==> src/design/jdz_pkg.sv <==
// Shared types and constants for the joystick dead-zone and change filter.
// Used by every module of the block; depends on nothing.
package jdz_pkg;

	localparam int CFG_W = 16;
	localparam int Q_DEPTH = 4;
	localparam int Q_PTR_W = 2;
	localparam int Q_CNT_W = 3;

	localparam logic [1:0] CFG_DZ_LOW = 2'd0;
	localparam logic [1:0] CFG_DZ_GAIN = 2'd1;
	localparam logic [1:0] CFG_MARGIN = 2'd2;
	localparam logic [1:0] CFG_TRIG_MODE = 2'd3;

	localparam logic TRIG_SPLIT = 1'b1;
	localparam logic [4:0] CH_TRIG_A = 5'd2;
	localparam logic [4:0] CH_TRIG_B = 5'd5;

	localparam logic signed [15:0] FULL_SCALE = 16'sd32767;
	localparam logic [17:0] FULL_SCALE_U = 18'd32767;
	localparam logic [32:0] ROUND_HALF = 33'd16384;
	localparam logic [7:0] LEVEL_PRESSED = 8'd1;
	localparam logic [7:0] LEVEL_RELEASED = 8'd0;

	typedef enum logic [1:0] {
		EV_AXIS = 2'd0,
		EV_PRESS = 2'd1,
		EV_RELEASE = 2'd2
	} event_kind_t;

	typedef struct packed {
		logic [14:0] dz_low;
		logic [15:0] dz_gain;
		logic [14:0] margin;
		logic trig_mode;
	} cfg_t;

	localparam cfg_t CFG_RESET = '{
		dz_low: 15'd4915,
		dz_gain: 16'd43691,
		margin: 15'd328,
		trig_mode: 1'b0
	};

	typedef struct packed {
		logic is_button;
		logic [3:0] stick;
		logic [4:0] chan;
		logic signed [15:0] value;
		logic [7:0] level;
	} req_t;

endpackage

==> src/design/jdz_queue.sv <==
// Short request queue between the front end and the cache back end.
// Depends on jdz_pkg; the front end never pushes into a full queue.
module jdz_queue (
	input logic clk,
	input logic arst_n,
	input logic push,
	input jdz_pkg::req_t push_req,
	input logic pop,
	output jdz_pkg::req_t head,
	output logic empty,
	output logic [jdz_pkg::Q_CNT_W-1:0] count
);
	import jdz_pkg::*;

	req_t slots [Q_DEPTH];
	logic [Q_PTR_W-1:0] wr_ptr_q;
	logic [Q_PTR_W-1:0] rd_ptr_q;
	logic [Q_CNT_W-1:0] count_q;

	assign head = slots[rd_ptr_q];
	assign empty = count_q == '0;
	assign count = count_q;

	always_ff @(posedge clk or negedge arst_n) begin
		if (!arst_n) begin
			wr_ptr_q <= '0;
			rd_ptr_q <= '0;
			count_q <= '0;
		end else begin
			if (push) begin
				wr_ptr_q <= wr_ptr_q + 1'b1;
			end
			if (pop) begin
				rd_ptr_q <= rd_ptr_q + 1'b1;
			end
			count_q <= count_q + Q_CNT_W'(push) - Q_CNT_W'(pop);
		end
	end

	always_ff @(posedge clk) begin
		if (push) begin
			slots[wr_ptr_q] <= push_req;
		end
	end

endmodule

==> config.mk <==
export PLATFORM = sky130hd
export DESIGN_NAME = jdz_queue
export DESIGN_NICKNAME = d
export VERILOG_FILES = /design/src/design/jdz_pkg.sv /design/src/design/jdz_queue.sv
export SDC_FILE = /design/constraint.sdc
export NUM_CORES = 1
export LEC_CHECK = 0
export BUFFER_PORTS_ARGS = -buffer_cell sky130_fd_sc_hd__buf_2
export CAP_MARGIN = 20
export CORE_UTILIZATION = 30
export DETAILED_ROUTE_END_ITERATION = 10
export PLACE_DENSITY = 0.53
export SLEW_MARGIN = 20
export SYNTH_ARGS = -nofsm -noshare
export SYNTH_HDL_FRONTEND = slang
export SYNTH_SLANG_ARGS = --single-unit
==> constraint.sdc <==
create_clock -name clk -period 2.1 [get_ports clk]
set_clock_uncertainty 0.15 [all_clocks]
set_input_delay 0.42 -clock clk [delete_from_list [all_inputs] [get_ports clk]]
set_output_delay 0.42 -clock clk [all_outputs]
set_load 0.1 [all_outputs]
Yosys cells after proc, flatten, opt, wreduce, memory -nomap -nowiden

Memory sizes are Yosys's and may differ from the RTL's.
Index checks and enable logic that the tools add are counted.

Muxes and demuxes: 2
Add/sub/neg operators: 4
Reduce and logical (&&, ||, !) cells: 1

Operators with widths:

| kind                                                           | count |
|---|---|
| 2-bit by 1-bit adder with 2-bit output (second input constant) | 2 |
| 3-bit by 1-bit adder with 3-bit output                         | 1 |
| 3-bit logical NOT                                              | 1 |
| 3-bit by 1-bit subtractor with 3-bit output                    | 1 |
| 1-bit 2-to-1 mux                                               | 2 |

Memories: 1
Word-level logic and storage cells: 11
Output and inout bits: 38
Flip-flop bits (word level): 7
Memory bits (writable): 136
Bits of input ports: 38

Memory list:

| name  | depth | width | rd ports | clocked after Yosys merged registers in | wr ports | RTL line        | source |
|---|---|---|---|---|---|---|---|
| slots | 4     | 34    | 1        | 0                                       | 1        | jdz_queue.sv:15 | `req_t slots [Q_DEPTH];` |

Longest topological paths before layout

Depth after elaboration: 2
Gate-level depth with buffers: 7
Mapped depth without buffers: 7

Worst setup path after synthesis

OpenSTA, ideal clock, no wires.

Kind: register -> output
Start point: reg count_q[1] (netlist: count[1])
End point: out empty
Setup slack: -1.425 ns
Required time: 1.530 ns
Path buffers: 0
Arrival: 2.955 ns
Stages on the path, launching flop included: 2
Path through: dfrtp_1 nor3_1

Longest elaborated chain between the ends: 1

RTL lines:

| what                   | RTL line        | source |
|---|---|---|
| from (decl)            | jdz_queue.sv:18 | `logic [Q_CNT_W-1:0] count_q;` |
| from (signal assigned) | jdz_queue.sv:36 | `count_q <= count_q + Q_CNT_W'(push) - Q_CNT_W'(pop);` |
| 3-bit logical NOT      | jdz_queue.sv:21 | `assign empty = count_q == '0;` |
| to (decl)              | jdz_queue.sv:10 | `output logic empty,` |

No other way between the ends.

==> results.yml <==
run_status:
  status: "finished with violations"
  failed_checks: "setup timing"
drt:
  detail_route.vias_per_cell: 4.42
  drt_first_pass_iters: 4
  number_of_antenna_violating_nets_in_the_routed_design: 0
  post-route-drc-count: 0
  dr.first_iter.drc_count: 94
  detail_route.wirelength_um: 9850
  route.detailed.wl_per_inst_um: 17.9
  vias: 2425
setup_path:
  start_kind: "flip-flop"
  setup.worst_path.class: "flip-flop to primary output"
  path_cells: "buf_12 > mux4_1 > buf_6"
  cp.required_ns: 1.53
  cp_max_fo: 14
  arrival_ns: 1.83
  endpoint_kind: "primary output"
  cpPeakStageDelay_ns: 0.59
  critical_path.slowest_cell: "sky130_fd_sc_hd__mux4_1"
logic_synthesis:
  synthesis.yosys.warnings: 0
  instance_count_of_the_mapped_netlist: 211
  synth_register_bits: 143
  synth_largest_type_area_fraction_pct: 76.4
  yosys-top-cells-area: "sky130_fd_sc_hd__edfxtp_1, sky130_fd_sc_hd__mux4_2, sky130_fd_sc_hd__dfrtp_1"
  synth_area_per_cell_um2: 25.3
  synth.cell_area_mm2: 0.00534
  yosys.cell_count.top_type: "sky130_fd_sc_hd__edfxtp_1"
  yosysUniqueCellTypes: 16
  commonest_cells_in_the_synthesized_netlist: "sky130_fd_sc_hd__edfxtp_1, sky130_fd_sc_hd__mux4_2, sky130_fd_sc_hd__dfrtp_1"
  synth_async_sr_flop_share_pct: 4.90
  synth_sequential_area_ratio_pct: 79.7
  synth_edf_count: 136
  yosysTopAreaCell: "sky130_fd_sc_hd__edfxtp_1"
  synth_nets: 256
  synth_ff_type: "sky130_fd_sc_hd__edfxtp_1"
layout:
  syn2layout_area_growth_pct: 29.0
  diodes: 0
  total_non_filler_cell_area_in_the_finished_layout_mm2: 0.00689
  layout-drive-gt1-share_pct: 47.2
  final_net_count: 357
floorplan:
  io_pins: 76
  core_area_mm2: 0.0174
  start_util_pct: 30.8
  die_y_um: 135
  floorplan.die_area_mm2: 0.0183
  die_x_um: 135
  placementRows: 48
sta:
  maxSlewHeadroom_pct: 67.5
  clock.fmax_ghz: 0.417
  fin_hold_ws_ns: 0.0699
  worst_pin_slew_ns: 0.491
  finalCriticalPeriod_ns: 2.40
  final_hold_viol_count: 0
  fin_crit_sh_pct: 114
  unrepaired_setup_endpoints_after_global_routing: "yes"
  setup_ws_ns: -0.298
  number_of_max_slew_violations_in_the_final_report: 0
  finalSetupViolations: 34
placed_design:
  gp_congestion: 0.670
  hpwlAfterDp_um: 6150
  port_buffers: 75
  dpl-instance-area_mm2: 0.00608
  pre_cts_ws_ns: 0.0282
cts:
  ctsRootBufferMaster: "sky130_fd_sc_hd__clkbuf_16"
  cts_buffers: 17
  worst_setup_hold_path_clk_slew_ns: 0.06
  clock_tree.htree_level_count: 4
  clk-insertion-delay-late_ns: 0.41
  clock_tree.buffer_depth: 2
  post_cts_buffers: 0
  clock_tree_from_tritoncts: "yes"
  cts_num_sinks: 143
global_routing:
  global_route.usage.total_pct: 12.0
  antenna_found_initial: 0
  pin_count_of_the_biggest_net_entering_global_routing: 22
  grt_first_pass_wirelength_um: 15300
  grt_pass1_vias: 2650
  grt_overflow: 0
flow_run:
  maximum_capacitance_violations: 0
min_path:
  worst_hold_path_type: "input pin to flip-flop"
area by class of cell:
class | count | area, um^2
clock buffer | 20 | 437
clock inverter | 11 | 141
fill | 1592 | 10500
inverter | 6 | 22.5
multi-input combinational | 54 | 982
sequential | 143 | 4270
tap | 225 | 282
timing repair buffer | 90 | 758
flip-flops by register name (all words and copies together) (netlist names):
name and cells:
count 3, rd_ptr_q 2, slots 136, wr_ptr_q 2
kinds of logic after synthesis:
family	after synthesis	share of synthesized area [%]
muxes	34	14.8
AOI/OAI and AO/OA	1	0.0936
buffers and inverters	14	2.13
DFF	143	79.7
adders and majority gates	7	1.78
and+or+nand+nor	7	0.702
xor gates and xnor gates	5	0.820
cell usage in the layout (no fill, tap or decap), types with 2 or more instances in the layout:
master and count:
sky130_fd_sc_hd__buf_12 3, sky130_fd_sc_hd__clkbuf_1 3, sky130_fd_sc_hd__dfrtp_2 4, sky130_fd_sc_hd__buf_2 40, sky130_fd_sc_hd__clkinvlp_4 3, sky130_fd_sc_hd__and2_2 4, sky130_fd_sc_hd__ha_1 6, sky130_fd_sc_hd__edfxtp_1 136
sky130_fd_sc_hd__buf_6 32, sky130_fd_sc_hd__buf_8 3, sky130_fd_sc_hd__bufinv_16 3, sky130_fd_sc_hd__clkbuf_16 17, sky130_fd_sc_hd__inv_1 6, sky130_fd_sc_hd__clkinv_1 3, sky130_fd_sc_hd__dfrtp_1 2, sky130_fd_sc_hd__nand2_1 2
sky130_fd_sc_hd__mux4_1 5, sky130_fd_sc_hd__xor2_1 2, sky130_fd_sc_hd__buf_4 10, sky130_fd_sc_hd__xnor2_1 3, sky130_fd_sc_hd__mux4_2 29
worst paths after layout:
kind	start	endpoint	slack [ns]	depth (start not counted)
worst min register to register	wr_ptr_q[0]	wr_ptr_q[0]	0.39	1
max in group asynchronous	arst_n	count[0]	1.38	2
worst max-delay path	rd_ptr_q[0]	head[1]	-0.30	3
worst max register to register	count[0]	count[2]	0.23	7
min in group asynchronous	arst_n	count[0]	0.23	2
worst min-delay path	push_req[1]	slots[3][1]	0.07	1
repair_timing:
action | in CTS | in global routing
hold endpoints to repair | 7 | 0
gates resized for setup | 71 | 3
gates cloned | 0 | 0
endpoints found under the setup margin | 34 | 35
hold buffers | 1 | 0
stage by stage:
| step | setup TNS (ns) | cells | utilization (%) |
|---|---|---|---|
| floorplan | 0 | 211 | - |
| global placement | 0 | 517 | 35.0 |
| detailed placement | 0 | 517 | 35.0 |
| CTS | -9.46 | 549 | 39.6 |
| global route | -10.53 | 549 | 39.7 |
| finish | -8.23 | 549 | 39.7 |
routing by layer:
metal	part of all wire [%]	global-route usage, %
met1	45	14.8
met2	49	18.7
met3	5.1	4.83
met4	1.4	5.06
met5	0	0
worst max-delay path: cells and delay by family (launching register included):
kind / cells / cell delay, ns
buf+inv: 2 / 0.40
flops: 1 / 0.43
mux: 1 / 0.59
Power is left out: the tool's default activity adds up to more than one toggle a clock period on the data nets, which glitch-free logic cannot reach.
