File: config.mk
export PLATFORM = sky130hd
export DESIGN_NAME = jdz_front
export DESIGN_NICKNAME = d
export VERILOG_FILES = /design/src/design/jdz_pkg.sv /design/src/design/jdz_front.sv
export SDC_FILE = /design/constraint.sdc
export NUM_CORES = 1
export LEC_CHECK = 0
export BUFFER_PORTS_ARGS = -buffer_cell sky130_fd_sc_hd__clkbuf_2
export CAP_MARGIN = 30
export CORE_AREA = 2 2 143 145
export CTS_CLUSTER_DIAMETER = 60
export DETAILED_ROUTE_END_ITERATION = 16
export DIE_AREA = 0 0 145 147
export GPL_ROUTABILITY_DRIVEN = 1
export HOLD_SLACK_MARGIN = 0.02
export PLACE_DENSITY_LB_ADDON = 0.05
export SLEW_MARGIN = 5
export SYNTH_ARGS = -nofsm -noshare
export SYNTH_HDL_FRONTEND = slang
export SYNTH_SLANG_ARGS = --single-unit
File: constraint.sdc
create_clock -name clk -period 7.5 [get_ports clk]
set_input_delay 1.5 -clock clk [delete_from_list [all_inputs] [get_ports clk]]
set_output_delay 1.5 -clock clk [all_outputs]
set_load 0.1 [all_outputs]
File: src/design/jdz_pkg.sv
// Shared types and constants for the joystick dead-zone and change filter.
// Used by every module of the block; depends on nothing.
package jdz_pkg;

	localparam int CFG_W = 16;
	localparam int Q_DEPTH = 4;
	localparam int Q_PTR_W = 2;
	localparam int Q_CNT_W = 3;

	localparam logic [1:0] CFG_DZ_LOW = 2'd0;
	localparam logic [1:0] CFG_DZ_GAIN = 2'd1;
	localparam logic [1:0] CFG_MARGIN = 2'd2;
	localparam logic [1:0] CFG_TRIG_MODE = 2'd3;

	localparam logic TRIG_SPLIT = 1'b1;
	localparam logic [4:0] CH_TRIG_A = 5'd2;
	localparam logic [4:0] CH_TRIG_B = 5'd5;

	localparam logic signed [15:0] FULL_SCALE = 16'sd32767;
	localparam logic [17:0] FULL_SCALE_U = 18'd32767;
	localparam logic [32:0] ROUND_HALF = 33'd16384;
	localparam logic [7:0] LEVEL_PRESSED = 8'd1;
	localparam logic [7:0] LEVEL_RELEASED = 8'd0;

	typedef enum logic [1:0] {
		EV_AXIS = 2'd0,
		EV_PRESS = 2'd1,
		EV_RELEASE = 2'd2
	} event_kind_t;

	typedef struct packed {
		logic [14:0] dz_low;
		logic [15:0] dz_gain;
		logic [14:0] margin;
		logic trig_mode;
	} cfg_t;

	localparam cfg_t CFG_RESET = '{
		dz_low: 15'd4915,
		dz_gain: 16'd43691,
		margin: 15'd328,
		trig_mode: 1'b0
	};

	typedef struct packed {
		logic is_button;
		logic [3:0] stick;
		logic [4:0] chan;
		logic signed [15:0] value;
		logic [7:0] level;
	} req_t;

endpackage

File: src/design/jdz_front.sv
// Front end: accepts samples, remaps trigger axes, drops out-of-range requests
// and applies the dead zone and gain. Depends on jdz_pkg.
module jdz_front #(
	parameter int STICK_COUNT = 16,
	parameter int AXIS_COUNT = 8,
	parameter int BUTTON_COUNT = 32
) (
	input logic clk,
	input logic arst_n,
	input jdz_pkg::cfg_t cfg,
	input logic clearing,
	input logic [jdz_pkg::Q_CNT_W-1:0] q_count,
	input logic sample_valid,
	output logic sample_stall,
	input logic action,
	input logic [3:0] stick,
	input logic [4:0] channel,
	input logic signed [15:0] axis_sample,
	input logic [7:0] button_level,
	output logic push,
	output jdz_pkg::req_t push_req
);
	import jdz_pkg::*;

	logic take;
	logic [Q_CNT_W-1:0] used;
	logic signed [16:0] s_ext;
	logic signed [16:0] s_r;
	logic signed [16:0] s_neg;
	logic [4:0] chan_r;
	logic neg;
	logic [15:0] mag;
	logic dead;
	logic keep;
	logic [32:0] prod;
	logic [14:0] mag_c;

	logic v_s1;
	req_t req_s1;
	logic neg_s1;
	logic dead_s1;
	logic [15:0] d_s1;

	logic v_s2;
	req_t req_s2;
	logic neg_s2;
	logic dead_s2;
	logic [17:0] scaled_s2;

	// Every request in flight has a reserved queue slot, so the stages never stall.
	assign used = q_count + Q_CNT_W'(v_s1) + Q_CNT_W'(v_s2);
	assign sample_stall = clearing || (used >= Q_CNT_W'(Q_DEPTH));
	assign take = sample_valid && !sample_stall;

	always_comb begin
		s_ext = {axis_sample[15], axis_sample};
		s_r = s_ext;
		chan_r = channel;
		if (cfg.trig_mode == TRIG_SPLIT) begin
			if (channel == CH_TRIG_A && axis_sample[15]) begin
				chan_r = CH_TRIG_B;
				s_r = -s_ext;
			end
		end else if (channel == CH_TRIG_A || channel == CH_TRIG_B) begin
			s_r = (s_ext + 17'sd32768) >>> 1;
		end
		neg = s_r[16];
		s_neg = -s_r;
		mag = neg ? s_neg[15:0] : s_r[15:0];
		dead = mag <= {1'b0, cfg.dz_low};
		if ({1'b0, stick} >= 5'(STICK_COUNT)) begin
			keep = 1'b0;
		end else if (action) begin
			keep = {1'b0, channel} < 6'(BUTTON_COUNT);
		end else begin
			keep = {1'b0, chan_r} < 6'(AXIS_COUNT);
		end
	end

	assign prod = 33'(d_s1) * 33'(cfg.dz_gain) + ROUND_HALF;

	always_comb begin
		if (dead_s2) begin
			mag_c = '0;
		end else if (scaled_s2 > FULL_SCALE_U) begin
			mag_c = FULL_SCALE[14:0];
		end else begin
			mag_c = scaled_s2[14:0];
		end
		push_req = req_s2;
		push_req.value = neg_s2 ? -$signed({1'b0, mag_c}) : $signed({1'b0, mag_c});
	end

	assign push = v_s2;

	always_ff @(posedge clk or negedge arst_n) begin
		if (!arst_n) begin
			v_s1 <= 1'b0;
			v_s2 <= 1'b0;
		end else begin
			v_s1 <= take && keep;
			v_s2 <= v_s1;
		end
	end

	always_ff @(posedge clk) begin
		req_s1.is_button <= action;
		req_s1.stick <= stick;
		req_s1.chan <= action ? channel : chan_r;
		req_s1.value <= '0;
		req_s1.level <= button_level;
		neg_s1 <= neg;
		dead_s1 <= dead;
		d_s1 <= mag - {1'b0, cfg.dz_low};
		req_s2 <= req_s1;
		neg_s2 <= neg_s1;
		dead_s2 <= dead_s1;
		scaled_s2 <= prod[32:15];
	end

endmodule

Word-level counts from Yosys, hierarchy flattened --
Index checks and enable logic that the tools add are counted.
Storage, ports and cells: input bits 88, register bits after elaboration 76, output and inout bits 36
Operators by class: equal/unequal tests 2, add/subtract/negate cells 8, multiplexer cells 11, $mul 1, order comparisons 4, reduce and logical (&&, ||, !) cells 6
Operators with widths (count):
- $mux 17 | 3
- $add 32x15->33 const B | 1
- $mul 16x16->32 | 1
- $mux 16 | 2
- $mux 15 | 2
- $gt 18x15->1 const B | 1
- $add 16x17->17 const B | 1
- $neg 16->17 | 1
- $le 16x15->1 | 1
- $neg 15->16 | 1
- $neg 16->16 | 1
- $sub 16x15->16 | 1
- $mux 5 | 3
- $add 3x1->3 | 2
- $eq 5x2->1 const B | 1
- $eq 5x3->1 const B | 1
- $lt 5x4->1 const B | 1
- $ge 3x3->1 const B | 1
- $logic_and 1x1->1 | 3
- $logic_or 1x1->1 | 2
- $logic_not 1->1 | 1
- $mux 1 | 1

Depth between registers and ports, before layout --
word-level depth 7, mapped depth 22, mapped depth without buffers 21

Worst setup path before layout --
Ideal clock, no wire load.
path kind input-to-reg, start point input cfg[22] (netlist name), end point register scaled_s2[14], slack 0.478 ns, cell stages on the path 20, path buffers 1, setup time 0.072 ns, arrival time 6.950 ns, path through clkbuf_1 and2_1 fa_1 inv_1 fa_1 fa_1 fa_1 inv_1 fa_1 inv_1 fa_1 inv_1 ha_1 a2111oi_0 and2_1 a211oi_1 o2111a_1 or3_1 a21oi_1 xnor2_1
Between the ends: word-level cells in the longest chain between the ends 2
Ends and longest elaborated chain:
- from (decl) | RTL line jdz_front.sv:10 | input jdz_pkg::cfg_t cfg,
- $mul 16x16->32 | RTL line jdz_front.sv:80 | assign prod = 33'(d_s1) * 33'(cfg.dz_gain) + ROUND_HALF;
- $add 32x15->33 | RTL line jdz_front.sv:80
- via prod[29] | RTL line jdz_front.sv:35 | logic [32:0] prod;
- to (signal assigned) | RTL line jdz_front.sv:118 | scaled_s2 <= prod[32:15];
- to (decl) | RTL line jdz_front.sv:48 | logic [17:0] scaled_s2;
The timed path passes the listed nets, and every way through them passes these cells.

Worst setup path in the final report --
start point input cfg[21] (netlist name), end point register scaled_s2[8]
The elaborated chain is that of the path after synthesis.

==> run summary <==
The slowest stage of the critical path belongs to the cell sky130_fd_sc_hd__fa_1. The count of max-cap constraint violations came out at 0. In the synthesized netlist, the number of instances is 1345. The count of port buffers added during placement is 108. The setup-violating endpoint count in the final report is 0. The share of flip-flops with an asynchronous set or reset came out at 2.63%. The buffering stage count on the worst path with inverters included is 7.

The growth of design area from synthesis to finish came out at 11.2%. The first detailed-routing pass took 5 iterations. The number of nets in the finished design came out at 1879. The kind of launch point of the worst setup path is a primary input. The row count came out at 52. The area of the core region came out at 19800 sq um. In the layout the commonest cells are sky130_fd_sc_hd__inv_1, sky130_fd_sc_hd__fa_1, sky130_fd_sc_hd__nand2_1.

The average routed wire per standard cell is 16.0 microns. The die extent in x came out at 145 microns. The clock sink count is 76.

The logic depth of the worst register-to-register path came out at 20. Sequential cells were found to cover 12.7% of the synthesized design area. The routability-driven placement congestion ratio is 0.914. For the worst-skew pair, the clock arrives at the later sink with an insertion delay of 0.35 ns.

The cell depth of the worst min-delay path came out at 0. The die area is 21300 sq um. The count of endpoints failing hold in the final timing report is 0. The global-route wire length before repair came out at 46400 microns.

The number of antenna violations at the first check in global routing is 0. For this run, the number of Yosys warnings is 0. After detailed routing, the number of remaining DRC violations is 0. The final-layout setup total negative slack came out at 0 ns.

Synthesis instantiated 78 different standard cells from the library. The path class of the tightest hold or removal check is reg -> reg. In this run the deepest clock path goes through 2 buffers. The number of flops mapped to enable cells by yosys is 0. The wire length after detailed routing is 27900 microns. The headroom to the max-slew limit came out at 40.4%. The arrival time at the worst endpoint is 7.55 ns. The total congestion overflow came out at 0. Summing all non-filler instances in the final layout gives an area of 13400 sq um. The count of routing violations after the opening detailed-route iteration is 489.

Across all layers, the routed design uses 9468 vias. The worst-path maximum fanout came out at 16. The via count of the first global-routing pass was 9627.

TritonCTS built the clock tree. The number of buffers inserted to repair setup after CTS is 0. For this configuration, the core starts out at a cell density of 60.8%. The flow ran to the end, and the final reports show no timing, DRC or antenna violations.

The worst hold slack came out at 0.321 ns. The final core utilization came out at 67.6%. The top-level I/O count is 124. The routed via count divided by cell count is 5.45. The placement-stage cell area came out at 13100 sq um.

The slew of the pin with the lowest slew margin came out at 0.883 ns. The logic depth of the worst path, buffers included came out at 22. The part of the cycle the worst path needs came out at 97.3%.

Detailed placement ended at an HPWL of 22600 microns. The critical path goes through clkbuf_2, and2_1, fa_1, inv_1, fa_1, fa_1, fa_1, inv_1, fa_1, inv_1, fa_1, inv_1, ha_1, a2111oi_0, buf_4, and2_1, buf_4, a211oi_1, o21a_1, o21a_1, o2111a_1, a311oi_1. The data required time at the worst endpoint is 7.75 ns. The final antenna diode count is 0. The depth of the CTS H-tree came out at 3. For this run, the slowest stage of the critical path takes 0.56 ns. Synthesis produced a netlist with a net count of 1763. The chip height is 147 microns. The total track usage is 27.4%. Counting the buffers created by CTS gives 9. The leading register cell type out of synthesis is sky130_fd_sc_hd__dfxtp_1.

The average cell area after synthesis came out at 8.97 sq um. In this run the clock root is driven by a sky130_fd_sc_hd__clkbuf_16. Counting stages on the worst path, the most repeated cell is sky130_fd_sc_hd__fa_1.

Between clock sinks in the finished design, the worst skew comes to 0.0127 ns. The clock period could shrink to 7.30 ns. Timing would allow up to 0.137 GHz.

The portion of synthesized cell area occupied by the leading cell type is 32.5%. The clock slew at the register clock pins of the worst setup and hold paths came out at 0.07 ns. The cell area after synthesis is 12100 sq um. The total of flip-flops plus latches after synthesis came out at 76. Leaving out fill and tap cells, the most frequent cell in the layout is sky130_fd_sc_hd__inv_1.

The count of nets left with antenna violations after detail routing is 0. The largest net degree at the start of global routing is 26. The endpoint class of the critical path is a flop. The biggest area contributor in the post-synthesis netlist is sky130_fd_sc_hd__fa_1.

The share of cells above drive strength 1 came out at 12.9%. The cell family contributing the most delay on the critical path is adder cells. The count of final max-slew check failures came to 0. In the post-synthesis netlist, the biggest area contributors are sky130_fd_sc_hd__fa_1, sky130_fd_sc_hd__ha_1, sky130_fd_sc_hd__dfxtp_1, sky130_fd_sc_hd__inv_1, sky130_fd_sc_hd__and2_1.

The critical path is of the in -> reg type.
kinds of logic (layout without fill, tap and decap cells):
logic type,Yosys count,count (layout),synth area share (%)
AOI/OAI and AO/OA,178,178,10.2
and+or+nand+nor,419,419,17.9
adders and majority gates,330,330,46.4
DFF,76,76,12.7
xor gates and xnor gates,47,47,3.41
muxes,2,2,0.166
buffers and inverters,293,414,9.24
synthesized netlist by cell type, types with 5 or more instances:
cell type / n
sky130_fd_sc_hd__a211oi_1: 6
sky130_fd_sc_hd__a21o_1: 7
sky130_fd_sc_hd__a21oi_1: 34
sky130_fd_sc_hd__a31oi_1: 7
sky130_fd_sc_hd__and2_1: 128
sky130_fd_sc_hd__and3_1: 5
sky130_fd_sc_hd__clkbuf_1: 41
sky130_fd_sc_hd__dfxtp_1: 74
sky130_fd_sc_hd__fa_1: 196
sky130_fd_sc_hd__ha_1: 134
sky130_fd_sc_hd__inv_1: 246
sky130_fd_sc_hd__nand2_1: 165
sky130_fd_sc_hd__nand3_1: 16
sky130_fd_sc_hd__nand4_1: 8
sky130_fd_sc_hd__nor2_1: 39
sky130_fd_sc_hd__nor3_1: 16
sky130_fd_sc_hd__nor4_1: 5
sky130_fd_sc_hd__o211ai_1: 6
sky130_fd_sc_hd__o21a_1: 11
sky130_fd_sc_hd__o21ai_0: 44
sky130_fd_sc_hd__o21bai_1: 10
sky130_fd_sc_hd__o31ai_1: 7
sky130_fd_sc_hd__or3_1: 10
sky130_fd_sc_hd__xnor2_1: 33
sky130_fd_sc_hd__xor2_1: 14
sequential cells by signal (all words and copies together), names as in the netlist:
signal,flops
push_req,18
req_s1,18
scaled_s2,18
d_s1,16
dead_s1,1
dead_s2,1
neg_s1,1
neg_s2,1
push,1
v_s1,1
through the flow:
step | setup slack (ns) | cells
2_1_floorplan | 0.478 | 1345
3_3_place_gp | -0.0811 | 1720
3_5_place_dp | -0.158 | 1720
4_1_cts | 0.224 | 1736
5_1_grt | -0.00149 | 1736
6_report | 0.203 | 1736
metal layers:
layer  global-route usage, %  up-vias  wire [microns]
li1                        -     4514               -
met1                    35.5     4660           11900
met2                    46.8      255           13600
met3                    4.69       39            1640
met4                    9.36        0             738
met5                       0        -               0
timing repair:
action,CTS,global route
hold buffers,0,0
resized for setup,0,1
endpoints found under the setup margin,0,2
final timing paths:
path	start	end	slack, ns
worst max-delay path	cfg[21]	scaled_s2[8]$_DFF_P_	0.20
worst min-delay path	req_s1[5]$_DFF_P_	push_req[5]$_DFF_P_	0.32
worst max register to register	d_s1[8]$_DFF_P_	scaled_s2[8]$_DFF_P_	0.78
worst min register to register	req_s1[5]$_DFF_P_	push_req[5]$_DFF_P_	0.32
max in group asynchronous	arst_n	push$_DFF_PN0_	6.49
min in group asynchronous	arst_n	v_s1$_DFF_PN0_	0.91
final cells by class:
class / count / area, sq um
fill: 1710 / 6430
clock buffer: 10 / 239
sequential: 76 / 1530
inverter: 247 / 927
clock inverter: 6 / 95.1
multi-input combinational: 976 / 9420
tap: 270 / 338
timing repair buffer: 151 / 863
Power is not shown: default switching activity piles up to over one toggle a cycle in this logic, so the estimate is an artifact.
